$ cat src/rtl/cmts_pkg.sv
// Shared constants, codes and types of the collision mesh tally scorer.
`default_nettype none
package cmts_pkg;

   localparam int CELLS_X     = 8;
   localparam int CELLS_Y     = 8;
   localparam int CELLS_Z     = 8;
   localparam int ENERGY_BINS = 4;

   localparam int BOUND_SLOTS = ENERGY_BINS + 1;
   localparam int BIDX_W      = (BOUND_SLOTS > 1) ? $clog2(BOUND_SLOTS) : 1;
   localparam int BCNT_W      = $clog2(BOUND_SLOTS + 1);

   localparam int ADDR_W      = 11;
   localparam int STORE_DEPTH = 2048;
   localparam int VAL_W       = 48;
   localparam int NUM_W       = 96;
   localparam int DEN_W       = 48;
   localparam int DIV_STEPS   = 96;
   localparam int DCNT_W      = 7;

   localparam logic [31:0]      ONE_Q16 = 32'h0001_0000;
   localparam logic [VAL_W-1:0] TOP_POS = {1'b0, {(VAL_W-1){1'b1}}};
   localparam logic [VAL_W-1:0] TOP_NEG = {1'b1, {(VAL_W-1){1'b0}}};

   localparam logic [2:0] MODE_FLUX     = 3'd0;
   localparam logic [2:0] MODE_ELASTIC  = 3'd1;
   localparam logic [2:0] MODE_ABSORB   = 3'd2;
   localparam logic [2:0] MODE_FISSION  = 3'd3;
   localparam logic [2:0] MODE_TOTAL    = 3'd4;
   localparam logic [2:0] MODE_MT       = 3'd5;
   localparam logic [2:0] MODE_REAL     = 3'd6;
   localparam logic [2:0] MODE_IMAG     = 3'd7;

   localparam logic [2:0] REG_MODE      = 3'd0;
   localparam logic [2:0] REG_ORIGIN_X  = 3'd1;
   localparam logic [2:0] REG_ORIGIN_Y  = 3'd2;
   localparam logic [2:0] REG_ORIGIN_Z  = 3'd3;
   localparam logic [2:0] REG_INV_X     = 3'd4;
   localparam logic [2:0] REG_INV_Y     = 3'd5;
   localparam logic [2:0] REG_INV_Z     = 3'd6;
   localparam logic [2:0] REG_INV_NET   = 3'd7;

   typedef enum logic [1:0] {
      CMD_SCORE = 2'd0,
      CMD_LOAD  = 2'd1,
      CMD_READ  = 2'd2,
      CMD_NONE  = 2'd3
   } cmd_type;

   typedef enum logic [3:0] {
      ST_CLEAR,
      ST_IDLE,
      ST_BIN_CMP,
      ST_AX_MUL,
      ST_AX_CHK,
      ST_MAG,
      ST_PLO,
      ST_PHI,
      ST_NUM,
      ST_DIV,
      ST_RD,
      ST_WB,
      ST_ENT_Q,
      ST_OUT
   } state_type;

endpackage
`default_nettype wire

$ cat src/rtl/cmts_div.sv
// Bit-serial restoring divider with a saturating quotient.
`default_nettype none
module cmts_div import cmts_pkg::*; (
   input  wire logic             clock,
   input  wire logic             reset,
   input  wire logic             start,
   input  wire logic [NUM_W-1:0] num,
   input  wire logic [DEN_W-1:0] den,
   input  wire logic [VAL_W-1:0] cap,
   output logic                  done,
   output logic [VAL_W-1:0]      quo
);

   logic              busy_ff, busy_in;
   logic              done_ff, done_in;
   logic [DCNT_W-1:0] cnt_ff, cnt_in;
   logic [NUM_W-1:0]  num_ff, num_in;
   logic [DEN_W-1:0]  den_ff, den_in;
   logic [VAL_W-1:0]  cap_ff, cap_in;
   logic [DEN_W-1:0]  rem_ff, rem_in;
   logic [VAL_W:0]    q_ff, q_in;
   logic              sat_ff, sat_in;

   logic [DEN_W:0]    rem_sh;
   logic              q_bit;
   logic [VAL_W:0]    q_next;

   assign rem_sh = {rem_ff, num_ff[NUM_W-1]};
   assign q_bit  = (rem_sh >= {1'b0, den_ff});
   assign q_next = {q_ff[VAL_W-1:0], q_bit};

   always_comb begin
      busy_in = busy_ff;
      done_in = 1'b0;
      cnt_in  = cnt_ff;
      num_in  = num_ff;
      den_in  = den_ff;
      cap_in  = cap_ff;
      rem_in  = rem_ff;
      q_in    = q_ff;
      sat_in  = sat_ff;
      if (start) begin
         busy_in = 1'b1;
         cnt_in  = '0;
         num_in  = num;
         den_in  = den;
         cap_in  = cap;
         rem_in  = '0;
         q_in    = '0;
         sat_in  = 1'b0;
      end else if (busy_ff) begin
         num_in = {num_ff[NUM_W-2:0], 1'b0};
         rem_in = q_bit ? DEN_W'(rem_sh - {1'b0, den_ff}) : rem_sh[DEN_W-1:0];
         if (!sat_ff) begin
            q_in = q_next;
            if (q_next > {1'b0, cap_ff}) begin
               sat_in = 1'b1;
            end
         end
         cnt_in = cnt_ff + DCNT_W'(1);
         if (cnt_ff == DCNT_W'(DIV_STEPS - 1)) begin
            busy_in = 1'b0;
            done_in = 1'b1;
         end
      end
   end

   always_ff @(posedge clock) begin
      if (reset) begin
         busy_ff <= 1'b0;
         done_ff <= 1'b0;
      end else begin
         busy_ff <= busy_in;
         done_ff <= done_in;
      end
      cnt_ff <= cnt_in;
      num_ff <= num_in;
      den_ff <= den_in;
      cap_ff <= cap_in;
      rem_ff <= rem_in;
      q_ff   <= q_in;
      sat_ff <= sat_in;
   end

   assign done = done_ff;
   assign quo  = sat_ff ? cap_ff : q_ff[VAL_W-1:0];

endmodule
`default_nettype wire

$ cat config.mk
export PLATFORM = sky130hd
export DESIGN_NAME = cmts_div
export DESIGN_NICKNAME = d
export VERILOG_FILES = /design/src/rtl/cmts_pkg.sv /design/src/rtl/cmts_div.sv
export SDC_FILE = /design/constraint.sdc
export NUM_CORES = 1
export LEC_CHECK = 0
export ABC_AREA = 0
export BUFFER_PORTS_ARGS = -buffer_cell sky130_fd_sc_hd__buf_2
export CORE_ASPECT_RATIO = 0.75
export CORE_MARGIN = 8
export CORE_UTILIZATION = 25
export DETAILED_ROUTE_END_ITERATION = 8
export GPL_TIMING_DRIVEN = 0
export PLACE_DENSITY = 0.46
export SYNTH_ARGS = -nofsm -noshare
export SYNTH_HDL_FRONTEND = slang
export SYNTH_SLANG_ARGS = --single-unit
$ cat constraint.sdc
create_clock -name clock -period 3.5 [get_ports clock]
set_input_delay 0 -clock clock [delete_from_list [all_inputs] [get_ports clock]]
set_output_delay 0 -clock clock [all_outputs]
set_load 0.1 [all_outputs]
* Yosys cells after proc, flatten, opt, wreduce, memory -nomap -nowiden
Cells that the tools add are included.
** Word-level totals
- Flip-flop bits (word level) :: 298
- Latch bits :: 0
- Bits in writable memories :: 0
- Memory bits (read-only) :: 0
- Output and inout bits :: 49
- Memories kept :: 0
** Operators by class
- Add/subtract/negate cells :: 2
- Multipliers :: 0
- Divide/modulo/power cells :: 0
- Magnitude comparators :: 2
- Eq/ne operators :: 1
- Shift operators :: 0
- Muxes and demuxes :: 10
- Bitwise operators :: 2
- Reduce and logical (&&, ||, !) cells :: 3
** Operators by type and width (count)
- 96-bit 2-to-1 mux :: 2
- 48-bit 2-to-1 mux :: 2
- 49-bit by 48-bit greater-or-equal comparator with 1-bit output :: 1
- 49-bit by 48-bit greater-than comparator with 1-bit output :: 1
- 48-bit subtractor :: 1
- 7-bit by 1-bit adder with 7-bit output (second input constant) :: 1
- 7-bit equality test (second input constant) :: 1
- 1-bit 2-to-1 mux :: 6
- 3-bit OR reduction :: 1
- 1-bit inverter :: 2
- 2-bit AND reduction :: 1
- 2-bit nonzero test :: 1

* Logic depth before layout (Yosys ltp)
Gate-level depths: netlist of run 1.
- Depth in word-level cells :: 4
- Depth in mapped cells :: 24
- Mapped depth without buffers :: 21

* Worst setup path before layout of run 1
OpenSTA, ideal clock, no wires.
- Kind :: reg2reg
- Start :: reg den_ff[36]
- End :: reg sat_ff
- Setup time :: 137 ps
- Data arrival time :: 3331 ps
- Data required time :: 3363 ps
- Slack :: 33 ps
- Stages on the path, launching flop included :: 25
- Clock period less this slack :: 3467 ps
- Cells stage by stage :: edfxtp_1 -> inv_1 -> ha_1 -> buf_2 -> a21oi_2 -> o21ai_1 -> a2111oi_2 -> nor3_1 -> a32o_1 -> o211ai_2 -> nand2_1 -> buf_6 -> inv_4 -> buf_6 -> ha_1 -> nor2b_1 -> o21ai_0 -> nand2b_1 -> a21oi_1 -> o211a_1 -> o21ai_0 -> a211oi_1 -> nand2_1 -> nand3_1 -> a311oi_1
** On the way
- Cells in the longest elaborated chain, start to end :: 4
** Ends and longest elaborated chain
- start, declared :: line cmts_div.sv:18 : logic [DEN_W-1:0] den_ff, den_in;
- start signal, assigned :: line cmts_div.sv:78 : den_ff <= den_in;
- 49-bit by 48-bit greater-or-equal comparator with 1-bit output :: line cmts_div.sv:29 : assign q_bit = (rem_sh >= {1'b0, den_ff});
- 49-bit by 48-bit greater-than comparator with 1-bit output :: line cmts_div.sv:56 : if (q_next > {1'b0, cap_ff}) begin
- 1-bit 2-to-1 mux :: line cmts_div.sv:56
- 1-bit 2-to-1 mux :: line cmts_div.sv:54 : if (!sat_ff) begin
- end signal, assigned :: line cmts_div.sv:82 : sat_ff <= sat_in;
- end, declared :: line cmts_div.sv:22 : logic sat_ff, sat_in;
Every way passes these cells.
A chain may end at the register's enable or synchronous reset.

* Worst setup path after layout of run 1
Ends and elaborated chain as after synthesis.

==> key figures, run 1 <==
Clock tree
  • CTS tree: built
  • H-tree levels: 2
  • Clk slew on worst S/H paths: 60 ps
  • CTS root buffer: clkbuf_16
  • Clk Latency, worst-skew pair: 540 ps
  • Num CTS Buffers: 38
  • Clk buf depth: 3
  • Clock sinks: 298

Global route
  • Initial antenna violation count: 11
  • Vias in the first global route: 13500
  • Grt ovf: 0
  • Gr usage total: 13.7%
  • First-pass GRT wire length: 79200 um
  • Largest net degree at the start of global routing: 75

Synthesis
  • Synthesis-stage register bit count: 298
  • Post-synth EDFFs: 192
  • Cell Area, Synth: 16000 um^2
  • Syn. warnings: 0
  • Post-synthesis cell type count: 76
  • Mapped Cells: 1495
  • Top-area cell type share of the netlist area: 36.1%
  • Synth area leaders: edfxtp_1 36%, dfxtp_1 13%, mux2_2 10%
  • Post-synth top area cell: edfxtp_1
  • Async S/R FF share, synth: 0%
  • Register area share after synthesis: 49.3%
  • Top FF cell, synth: edfxtp_1
  • Mapped Avg Cell Area: 10.7 um^2
  • Syn nets: 1788

Drt
  • DR WL/cell: 17.6 um
  • Initial drt markers: 844
  • DRT antenna net count: 0
  • Detailed-route vias per instance: 4.53
  • DRC Markers: 0
  • Vias post-DR: 13100
  • Pre-antenna DRT Iters: 5
  • DRT Wirelength: 50900 um

Layout
  • Commonest non-fill, non-tap cells in the layout: 252 x buf_2, 193 x dlygate4sd3_1, 192 x edfxtp_1
  • P&R area growth vs syn: 37.4%
  • Layout fillers: 6434
  • Area occupied by multi-input gates: 7460 um^2
  • Commonest non-fill, non-tap cell in the layout: buf_2
  • Share of cells above drive strength 1: 27.1%
  • Cell Count, Final, Fillers Out: 2894
  • Area occupied by registers: 7890 um^2
  • Nets: 2287

Floorplan
  • Full die area: 72400 um^2
  • Site Rows: 80
  • Die H: 235 um
  • Initial Util: 25.2%
  • Core Footprint: 63500 um^2
  • Die X: 308 um
  • Io pins: 244

Place
  • Placed cells: 2601
  • GPL Wtd Cong: 0.860
  • Port buffer count: 243
  • Post-DP HPWL: 37100 um

Power
  • Worst vdd ir: 262 uV
  • Sequential share of power: 41.7%
  • Clock power share: 40.3%
  • Pint: 7.30 mW
  • Power Total: 9.95 mW
  • P_sw: 2.66 mW
  • Combinational Power Share: 17.9%
  • Pleak: 9.03 nW
  • Pwr Density: 453 nW/um^2
  • Sw Share: 26.7%

Timing
  • Final hold viol count: 0
  • Fin crit share: 106%
  • Max Transition Viols Final: 0
  • Setup Viol. Count Final: 1
  • Tmin final: 3720 ps
  • Worst Tran Pin Value: 1140 ps
  • Peak Freq: 269 MHz
  • Setup tns final: -217 ps
  • Fin Clk Skew: 25.2 ps
  • Final setup margin: -217 ps
  • Worst slew margin: 23.8%
  • Unrepaired setup endpoints after global routing: yes

Critical path
  • Crit path kind: reg2reg
  • Critical Path, Cell by Cell: inv_1 > ha_1 > buf_2 > a21oi_2 > o21ai_2 > a2111oi_4 > nor3_2 > a32o_1 > o211ai_2 > nand2_2 > buf_6 > inv_6 > ha_4 > nor2b_1 > o21ai_1 > nand2b_1 > a21oi_2 > o211a_1 > o21ai_2 > a211oi_2 > nand2_2 > nand3_2 > a311oi_2
  • Worst-path maximum fanout: 7
  • Slowest stage delay, CP: 380 ps
  • Startpoint class of the critical path: flop
  • Worst Path Arrival: 4070 ps
  • CP max stage cell: edfxtp_1
  • Worst path required time: 3860 ps
  • CP Capture Type: flop

Run
  • Max Cap Viol: 0

Status
  • Status: finished with violations
  • Violated checks: setup timing

Worst hold path
  • Hold crit path type: in2reg
## logic make-up (layout without fill, tap and decap cells)
| logic type | Yosys count | in the layout | synth area share (%) |
|---|---|---|---|
| buffers and inverters | 203 | 732 | 5.21 |
| xor gates and xnor gates | 49 | 49 | 2.68 |
| and+or+nand+nor | 367 | 367 | 10.5 |
| muxes | 161 | 161 | 11.2 |
| AOI/OAI and AO/OA | 319 | 319 | 13.4 |
| other | 0 | 9 | 0 |
| adders and majority gates | 98 | 98 | 7.72 |
| DFF | 298 | 298 | 49.3 |
## state kept, by name, indices dropped and copies added (netlist names)
name and flops:
busy_ff 1, num_ff 96, cnt_ff 7, q_ff 48, den_ff 48, sat_ff 1
cap_ff 48, rem_ff 48, done 1
## per-stage QoR
stage | worst slack, ps | area (um^2) | hold WS (ps) | utilization [%]
floorplan | 32.8 | 16000 | 72.4 | -
global placement | -3490 | 18300 | 177 | 28.8
detailed placement | -875 | 18300 | 179 | 28.9
CTS | -365 | 21800 | 12.1 | 34.4
global route | -481 | 22000 | 39.8 | 34.6
finish | -217 | 22000 | 36.8 | 34.6
## final cells by class
cell class / count / share of cell area (%)
Sequential cell: 298 / 35.9
Antenna cell: 9 / 0.103
Timing Repair Buffer: 467 / 15.6
Tap cell: 861 / 4.91
Clock buffer: 54 / 5.08
Multi-Input combinational cell: 994 / 34.0
Inverter: 123 / 2.14
Clock inverter: 16 / 0.712
Buffer: 72 / 1.60
## worst paths after layout
kind	depth (start not counted)	start	slack, ps	to
setup / recovery	23	den_ff[36]	-220	sat_ff
hold / removal	1	start	40	cap_ff[40]
setup reg to reg	23	den_ff[36]	-220	sat_ff
hold reg to reg	2	q_ff[45]	490	q_ff[46]
## critical path: cells and delay by family (launching register included)
kind	cells	cell delay, ps
compound gates	11	1860
simple gates	6	490
buf+inv	4	460
flops	1	380
fa+ha+maj	2	330
## metal layers
| layer | GRT usage (%) | part of all wire [%] |
|---|---|---|
| met2 | 20.4 | 43 |
| met5 | 0 | 0.073 |
| met4 | 3.44 | 2.0 |
| met1 | 19.6 | 49 |
| met3 | 3.23 | 6.2 |
## power groups by stage
stage	Combinational (mW)	Clock, mW	Sequential (mW)
2_1_floorplan	1.02	0	4.19
3_3_place_gp	1.45	0	4.23
3_5_place_dp	1.49	0	4.22
4_1_cts	1.76	4.19	4.15
5_1_grt	1.95	4.30	4.18
6_report	1.78	4.01	4.16
## timing repair
action / in CTS / in global routing
hold buffers: 193 / 0
hold endpoints to repair: 194 / 0
gates resized for setup: 41 / 16
setup endpoints to repair: 2 / 10
pin swaps: 20 / 27
buffers inserted: 21 / 8
## Yosys cell counts (all sizes together) (3+ instances only)
master,n
dfxtp,106
o211ai,5
nand2,160
xnor2,31
clkbuf,53
and3,8
inv,123
o21bai,8
or3,3
o22ai,5
xor2,18
or2,3
edfxtp,192
o21a,8
nor4,6
a311oi,9
mux2,143
o41ai,4
and4,3
and2,5
nand3,14
buf,27
a22oi,7
ha,97
a21o,22
a2111oi,3
nand4,25
o31ai,9
nand2b,18
a211oi,36
nor2b,15
o21ai,55
mux2i,18
nor2,86
a21oi,122
a31oi,8
nor3,19
(Power assumes the default switching activity.)
==> run 2: changes to the inputs <==
--- a/config.mk
+++ b/config.mk
@@ -8,7 +8,7 @@
 export ABC_AREA = 0
 export BUFFER_PORTS_ARGS = -buffer_cell sky130_fd_sc_hd__buf_2
 export CORE_ASPECT_RATIO = 0.75
-export CORE_MARGIN = 8
+export CORE_MARGIN = 3
 export CORE_UTILIZATION = 25
 export DETAILED_ROUTE_END_ITERATION = 8
 export GPL_TIMING_DRIVEN = 0
==> run 2 against run 1 <==
  * The flow still finishes with violations (setup timing)
  * Combinational power is 2% higher
  * Core utilization grew 0.49 points
  * Via count fell by 0.24%
  * Worst setup slack worse by 32 ps
  * Maximum frequency is 0.84% lower
  * Largest cell class unchanged
==> key figures, run 2 (synthesis results as in run 1) <==
Status
  • Status: finished with violations
  • Violated checks: setup timing

Critical path
  • CP max stage cell: nor4_4
  • CP Capture Type: flop
  • Worst-path maximum fanout: 4 (-3)
  • Slowest stage delay, CP: 410 ps (+30 ps)
  • Startpoint class of the critical path: flop
  • Critical Path, Cell by Cell: ha_4 > nand4_1 > nor4_4 > nand2_2 > a211oi_4 > o21a_1 > o211ai_2 > nand2_1 > buf_6 > inv_6 > ha_4 > nor2b_1 > o21ai_1 > nand2b_1 > a21oi_2 > o211a_1 > o21ai_1 > a211oi_1 > nand2_1 > nand3_1 > a311oi_1
  • Worst Path Arrival: 4170 ps (+100 ps)
  • Crit path kind: reg2reg
  • Reg2reg start: rem_ff[26]
  • Cell family with most CP delay: compound AO/OA/AOI/OAI gates
  • Worst path required time: 3920 ps (+60 ps)
  • WP buf/inv: 2 (-2)
  • Crit path from: rem_ff[26]

Drt
  • DR WL/cell: 17.3 um (-1.6%)
  • Initial drt markers: 741 (-12%)
  • DRT antenna net count: 0 (unchanged)
  • Pre-antenna DRT Iters: 5 (unchanged)
  • Vias post-DR: 13100 (-0.24%)
  • DRC Markers: 0 (unchanged)
  • DRT Wirelength: 49800 um (-2.2%)
  • Detailed-route vias per instance: 4.55 (+0.35%)

Place
  • GPL Wtd Cong: 0.874 (+1.7%)
  • Post-DP HPWL: 35800 um (-3.3%)
  • Port buffer count: 243 (unchanged)
  • Placed instance area: 18300 um^2 (about the same)
  • Placed cells: 2590 (-0.42%)
  • Pre-CTS setup slack: -815 ps (+60.5 ps)

Layout
  • Cell Count, Final, Fillers Out: 2877 (-0.59%)
  • Commonest non-fill, non-tap cells in the layout: 250 x buf_2, 193 x dlygate4sd3_1, 192 x edfxtp_1
  • Number of flip-flops in the largest register: 96 (unchanged)
  • Finished Cell Area: 22000 um^2 (+0.14%)
  • Biggest register: num_ff
  • Nets: 2288 (+0.044%)
  • P&R area growth vs syn: 37.6%
  • Util after Layout: 35.1% (+0.49 points)
  • Share of cells above drive strength 1: 28.7% (+1.5 points)
  • Commonest non-fill, non-tap cell in the layout: buf_2

Timing
  • Max Transition Viols Final: 0 (unchanged)
  • Worst Tran Pin Value: 1240 ps (+101 ps)
  • Unrepaired setup endpoints after global routing: yes
  • Final setup margin: -248 ps (-31.6 ps)
  • Fin Clk Skew: 29.3 ps (+4.18 ps)
  • Worst hold slack: 44.2 ps (+7.45 ps)
  • Peak Freq: 267 MHz (-0.84%)
  • Final hold viol count: 0 (unchanged)
  • Worst slew margin: 17.0% (-6.7 points)
  • Setup Viol. Count Final: 1 (unchanged)
  • Tmin final: 3750 ps (+31.6 ps)
  • Fin crit share: 107% (+0.90 points)

Power
  • Pwr Density: 442 nW/um^2 (-2.6%)
  • Worst vdd ir: 329 uV (+26%)
  • Pleak: 8.99 nW (-0.46%)

Global route
  • First-pass GRT wire length: 76800 um (-3.0%)
  • GR Util met1: 21.5% (+1.8 points)
  • Largest net degree at the start of global routing: 57 (-24%)
  • GRT busiest layer: met1
  • Gr usage total: 14.5% (+0.85 points)
  • Grt ovf: 0 (unchanged)
  • Grt met2 use: 21.4% (+1.0 points)
  • Vias in the first global route: 13400 (-0.56%)
  • Met3 GRT Util: 3.01% (-0.21 points)
  • Initial antenna violation count: 5 (-6)

Run
  • Max Cap Viol: 0 (unchanged)

Floorplan
  • Io pins: 244 (unchanged)
  • Initial Util: 25.5% (+0.32 points)
  • Die X: 298 um (-3.2%)
  • Core Footprint: 62700 um^2 (-1.3%)
  • Die H: 225 um (-4.3%)
  • Full die area: 67000 um^2 (-7.4%)
  • Site Rows: 79 (-1.3%)

Clock tree
  • Clk Latency, worst-skew pair: 550 ps (about the same)
  • H-tree levels: 2 (unchanged)
  • Clk slew on worst S/H paths: 60 ps (about the same)
  • Num CTS Buffers: 37 (-2.6%)
  • Clk buf depth: 3 (unchanged)
  • Clock sinks: 298 (unchanged)
  • CTS tree: built
  • CTS root buffer: clkbuf_16

Worst hold path
  • Hold crit path type: in2reg
  • Beginning of the worst hold path: start
run 2: cell types whose count changed in the layout (fill, tap and decap cells not counted), moves of 5 or more:
cell     change
a21oi_1      -8
a21oi_2      +8
inv_1        -5
diode_2      -6
buf_4        +9
ha_1        -12
ha_4        +11
inv_2        +5
run 2: area by class of cell:
type                       instances  area [um^2]
antenna                            3         7.51
buffer                            65          299
clock buffer                      49         1020
clock inverter                    19          129
fill                            6369        40700
inverter                         123          469
multi-input combinational        994         7620
sequential                       298         7890
tap                              850         1060
timing repair buffer             476         3490
run 2: power by group:
group / switching (mW) / leakage (nW) / total [mW] / internal, mW
Combinational: 0.975 / 5.65 / 1.82 / 0.844
Clock: 1.58 / 0.578 / 3.73 / 2.14
Sequential: 0.123 / 2.77 / 4.17 / 4.04
run 2: through the flow:
stage	power (mW)	setup TNS, ps
6_report	9.71	-248
5_1_grt	10.2	-418
2_1_floorplan	5.21	0
4_1_cts	9.84	-677
3_3_place_gp	5.70	-433400
3_5_place_dp	5.71	-24690
run 2: repair_timing:
| item | CTS | global route |
|---|---|---|
| hold buffers | 193 | 0 |
| setup buffers | 33 | 8 |
| pin swaps | 22 | 37 |
| endpoints found under the hold margin | 194 | 0 |
| setup endpoints to repair | 2 | 13 |
| cloned | 0 | 0 |
| resized for setup | 47 | 49 |
run 2: per-layer routing:
layer | wire [um] | part of all wire, %
met4 | 1070 | 2.1
met1 | 25100 | 50
met3 | 2920 | 5.9
met2 | 20700 | 42
met5 | 13 | 0.026
run 2: worst paths after layout:
path / depth (start not counted) / endpoint / slack [ps]
max: 21 / sat_ff / -250
min reg2reg: 2 / q_ff[32] / 500
max reg2reg: 21 / sat_ff / -250
min: 1 / den_ff[44] / 40
==> run 3: changes to the inputs <==
--- a/config.mk
+++ b/config.mk
@@ -9,10 +9,10 @@
 export BUFFER_PORTS_ARGS = -buffer_cell sky130_fd_sc_hd__buf_2
 export CORE_ASPECT_RATIO = 0.75
 export CORE_MARGIN = 3
-export CORE_UTILIZATION = 25
+export CORE_UTILIZATION = 52
 export DETAILED_ROUTE_END_ITERATION = 8
 export GPL_TIMING_DRIVEN = 0
-export PLACE_DENSITY = 0.46
+export PLACE_DENSITY = 0.8
 export SYNTH_ARGS = -nofsm -noshare
 export SYNTH_HDL_FRONTEND = slang
 export SYNTH_SLANG_ARGS = --single-unit
==> run 3 against run 2 <==
  * Core utilization grew 36 points
  * Highest routed layer is now met4
  * The run still ends with setup timing left
  * First-iteration DRC count is 52% higher
  * Critical endpoint unchanged
  * Combinational power is 2% lower
  * Global-route usage increased by 14 points
==> key figures, run 3 (synthesis results as in run 1) <==
Global route
  • Largest net degree at the start of global routing: 52 (-8.8%)
  • First-pass GRT wire length: 74600 um (-2.9%)
  • Gr usage total: 28.4% (+14 points)
  • Initial antenna violation count: 5 (unchanged)
  • Vias in the first global route: 13800 (+2.7%)
  • Grt ovf: 0 (unchanged)

Layout
  • Area occupied by multi-input gates: 7440 um^2 (-2.3%)
  • P&R area growth vs syn: 32.4%
  • Commonest non-fill, non-tap cell in the layout: buf_2
  • Commonest non-fill, non-tap cells in the layout: 252 x buf_2, 194 x dlygate4sd3_1, 192 x edfxtp_1
  • Number of flip-flops in the largest register: 96 (unchanged)
  • Layout fillers: 2044 (-68%)
  • Util after Layout: 71.3% (+36 points)
  • Nets: 2280 (-0.35%)
  • Finished Cell Area: 21200 um^2 (-3.8%)
  • Share of cells above drive strength 1: 27.0% (-1.6 points)
  • Biggest register: num_ff
  • Area occupied by registers: 7890 um^2 (about the same)

Timing
  • Final hold viol count: 0 (unchanged)
  • Unrepaired setup endpoints after global routing: yes
  • Max Transition Viols Final: 0 (unchanged)
  • Tmin final: 3810 ps (+64.5 ps)
  • Setup Viol. Count Final: 1 (unchanged)
  • Final setup margin: -313 ps (-64.5 ps)
  • Worst Tran Pin Value: 960 ps (-285 ps)
  • Fin Clk Skew: 27.2 ps (-2.19 ps)
  • Peak Freq: 262 MHz (-1.7%)
  • Worst slew margin: 35.8% (+19 points)
  • Fin crit share: 109% (+1.8 points)
  • Setup tns final: -313 ps (-64.5 ps)

Critical path
  • CP Capture Type: flop
  • Worst Path Arrival: 4300 ps (+130 ps)
  • Crit path kind: reg2reg
  • Worst-path maximum fanout: 6 (+2)
  • Startpoint class of the critical path: flop
  • Worst path required time: 3980 ps (+60 ps)

Floorplan
  • Site Rows: 54 (-32%)
  • Full die area: 32900 um^2 (-51%)
  • Core Footprint: 29700 um^2 (-53%)
  • Die H: 158 um (-30%)
  • Initial Util: 53.9% (+28 points)
  • Die X: 208 um (-30%)
  • Io pins: 244 (unchanged)

Place
  • Placed instance area: 17800 um^2 (-3.1%)
  • GPL Wtd Cong: 0.902 (+3.2%)
  • Post-DP HPWL: 31500 um (-12%)
  • Port buffer count: 243 (unchanged)

Clock tree
  • Clk Latency, worst-skew pair: 580 ps (+30 ps)
  • Num CTS Buffers: 31 (-16%)
  • H-tree levels: 1 (-1)
  • CTS tree: built
  • Clk buf depth: 3 (unchanged)
  • Clk slew on worst S/H paths: 60 ps (about the same)
  • Clock sinks: 298 (unchanged)
  • CTS root buffer: clkbuf_16

Drt
  • DRT Wirelength: 48000 um (-3.7%)
  • Vias post-DR: 13600 (+4.0%)
  • Pre-antenna DRT Iters: 6 (+1)
  • Initial drt markers: 1125 (+52%)
  • DRT antenna net count: 0 (unchanged)
  • Detailed-route vias per instance: 5.65 (+24%)
  • DRC Markers: 0 (unchanged)
  • DR WL/cell: 19.9 um (+15%)

Run
  • Max Cap Viol: 0 (unchanged)

Status
  • Status: finished with violations
  • Violated checks: setup timing

Power
  • Worst vdd ir: 445 uV (+35%)
  • Pwr Density: 448 nW/um^2 (+1.5%)
  • Pleak: 8.95 nW (-0.42%)

Worst hold path
  • Hold crit path type: in2reg
-- run 3: per-layer routing --
layer	global-route usage (%)	up-vias	routed length [um]
met5	0	-	0
met4	8.82	0	1560
met3	5.88	113	3860
met2	46.3	627	22000
met1	38.8	6492	20500
li1	-	6375	-
-- run 3: power breakdown --
group | internal [mW] | switching [mW] | leakage, nW
combinational | 0.813 | 0.963 | 5.66
clock | 2.05 | 1.47 | 0.528
sequential | 4.04 | 0.139 | 2.77
total | 6.91 | 2.58 | 8.95
-- run 3: path summary, 6_finish.rpt --
| path | startpoint | end | slack, ps | depth (start not counted) |
|---|---|---|---|---|
| setup / recovery | rem_ff[38] | sat_ff | -310 | 21 |
| setup reg to reg | rem_ff[38] | sat_ff | -310 | 21 |
| hold reg to reg | q_ff[11] | q_ff[12] | 490 | 2 |
| hold / removal | den[15] | den_ff[15] | 130 | 2 |
-- run 3: stage by stage --
step | cells | hold slack (ps) | setup WS, ps | power [mW]
after global placement | 2130 | 177 | -2720 | 5.62
after global routing | 2407 | 117 | -532 | 9.84
final | 2408 | 130 | -313 | 9.48
after floorplan | 1495 | 72.4 | 32.8 | 5.21
after CTS | 2399 | 89.8 | -251 | 9.41
after detailed placement | 2132 | 178 | -836 | 5.67
-- run 3: timing repair --
| action | CTS | global route |
|---|---|---|
| setup buffers | 18 | 9 |
| pin swaps | 23 | 23 |
| endpoints found under the setup margin | 2 | 58 |
| endpoints found under the hold margin | 240 | 0 |
| gates resized for setup | 40 | 21 |
| hold buffers | 194 | 0 |
-- run 3: worst max-delay path, cell delays in order (launching register included) --
cell      delay (ps)
dfxtp_1          360
ha_1             380
and2_1           330
nand3_1          130
nor4_1           260
nand4_1          250
o221ai_1         220
a211oi_1         120
nand2_2          100
buf_6            130
inv_8             30
ha_4             150
nor2b_4          100
o21ai_2           50
nand2b_1          80
a21oi_2           60
o211a_1          240
o21ai_2          180
a211oi_2         100
nand2_2          130
nand3_2           70
a311oi_2         240
-- run 3: area by class of cell --
class	instances	area share [%]
Sequential cell	298	37.3
Clock buffer	38	3.89
Antenna cell	4	0.0473
Inverter	123	2.24
Timing Repair Buffer	466	16.2
Tap cell	392	2.32
Clock inverter	20	1.18
Buffer	73	1.69
Multi-Input combinational cell	994	35.2
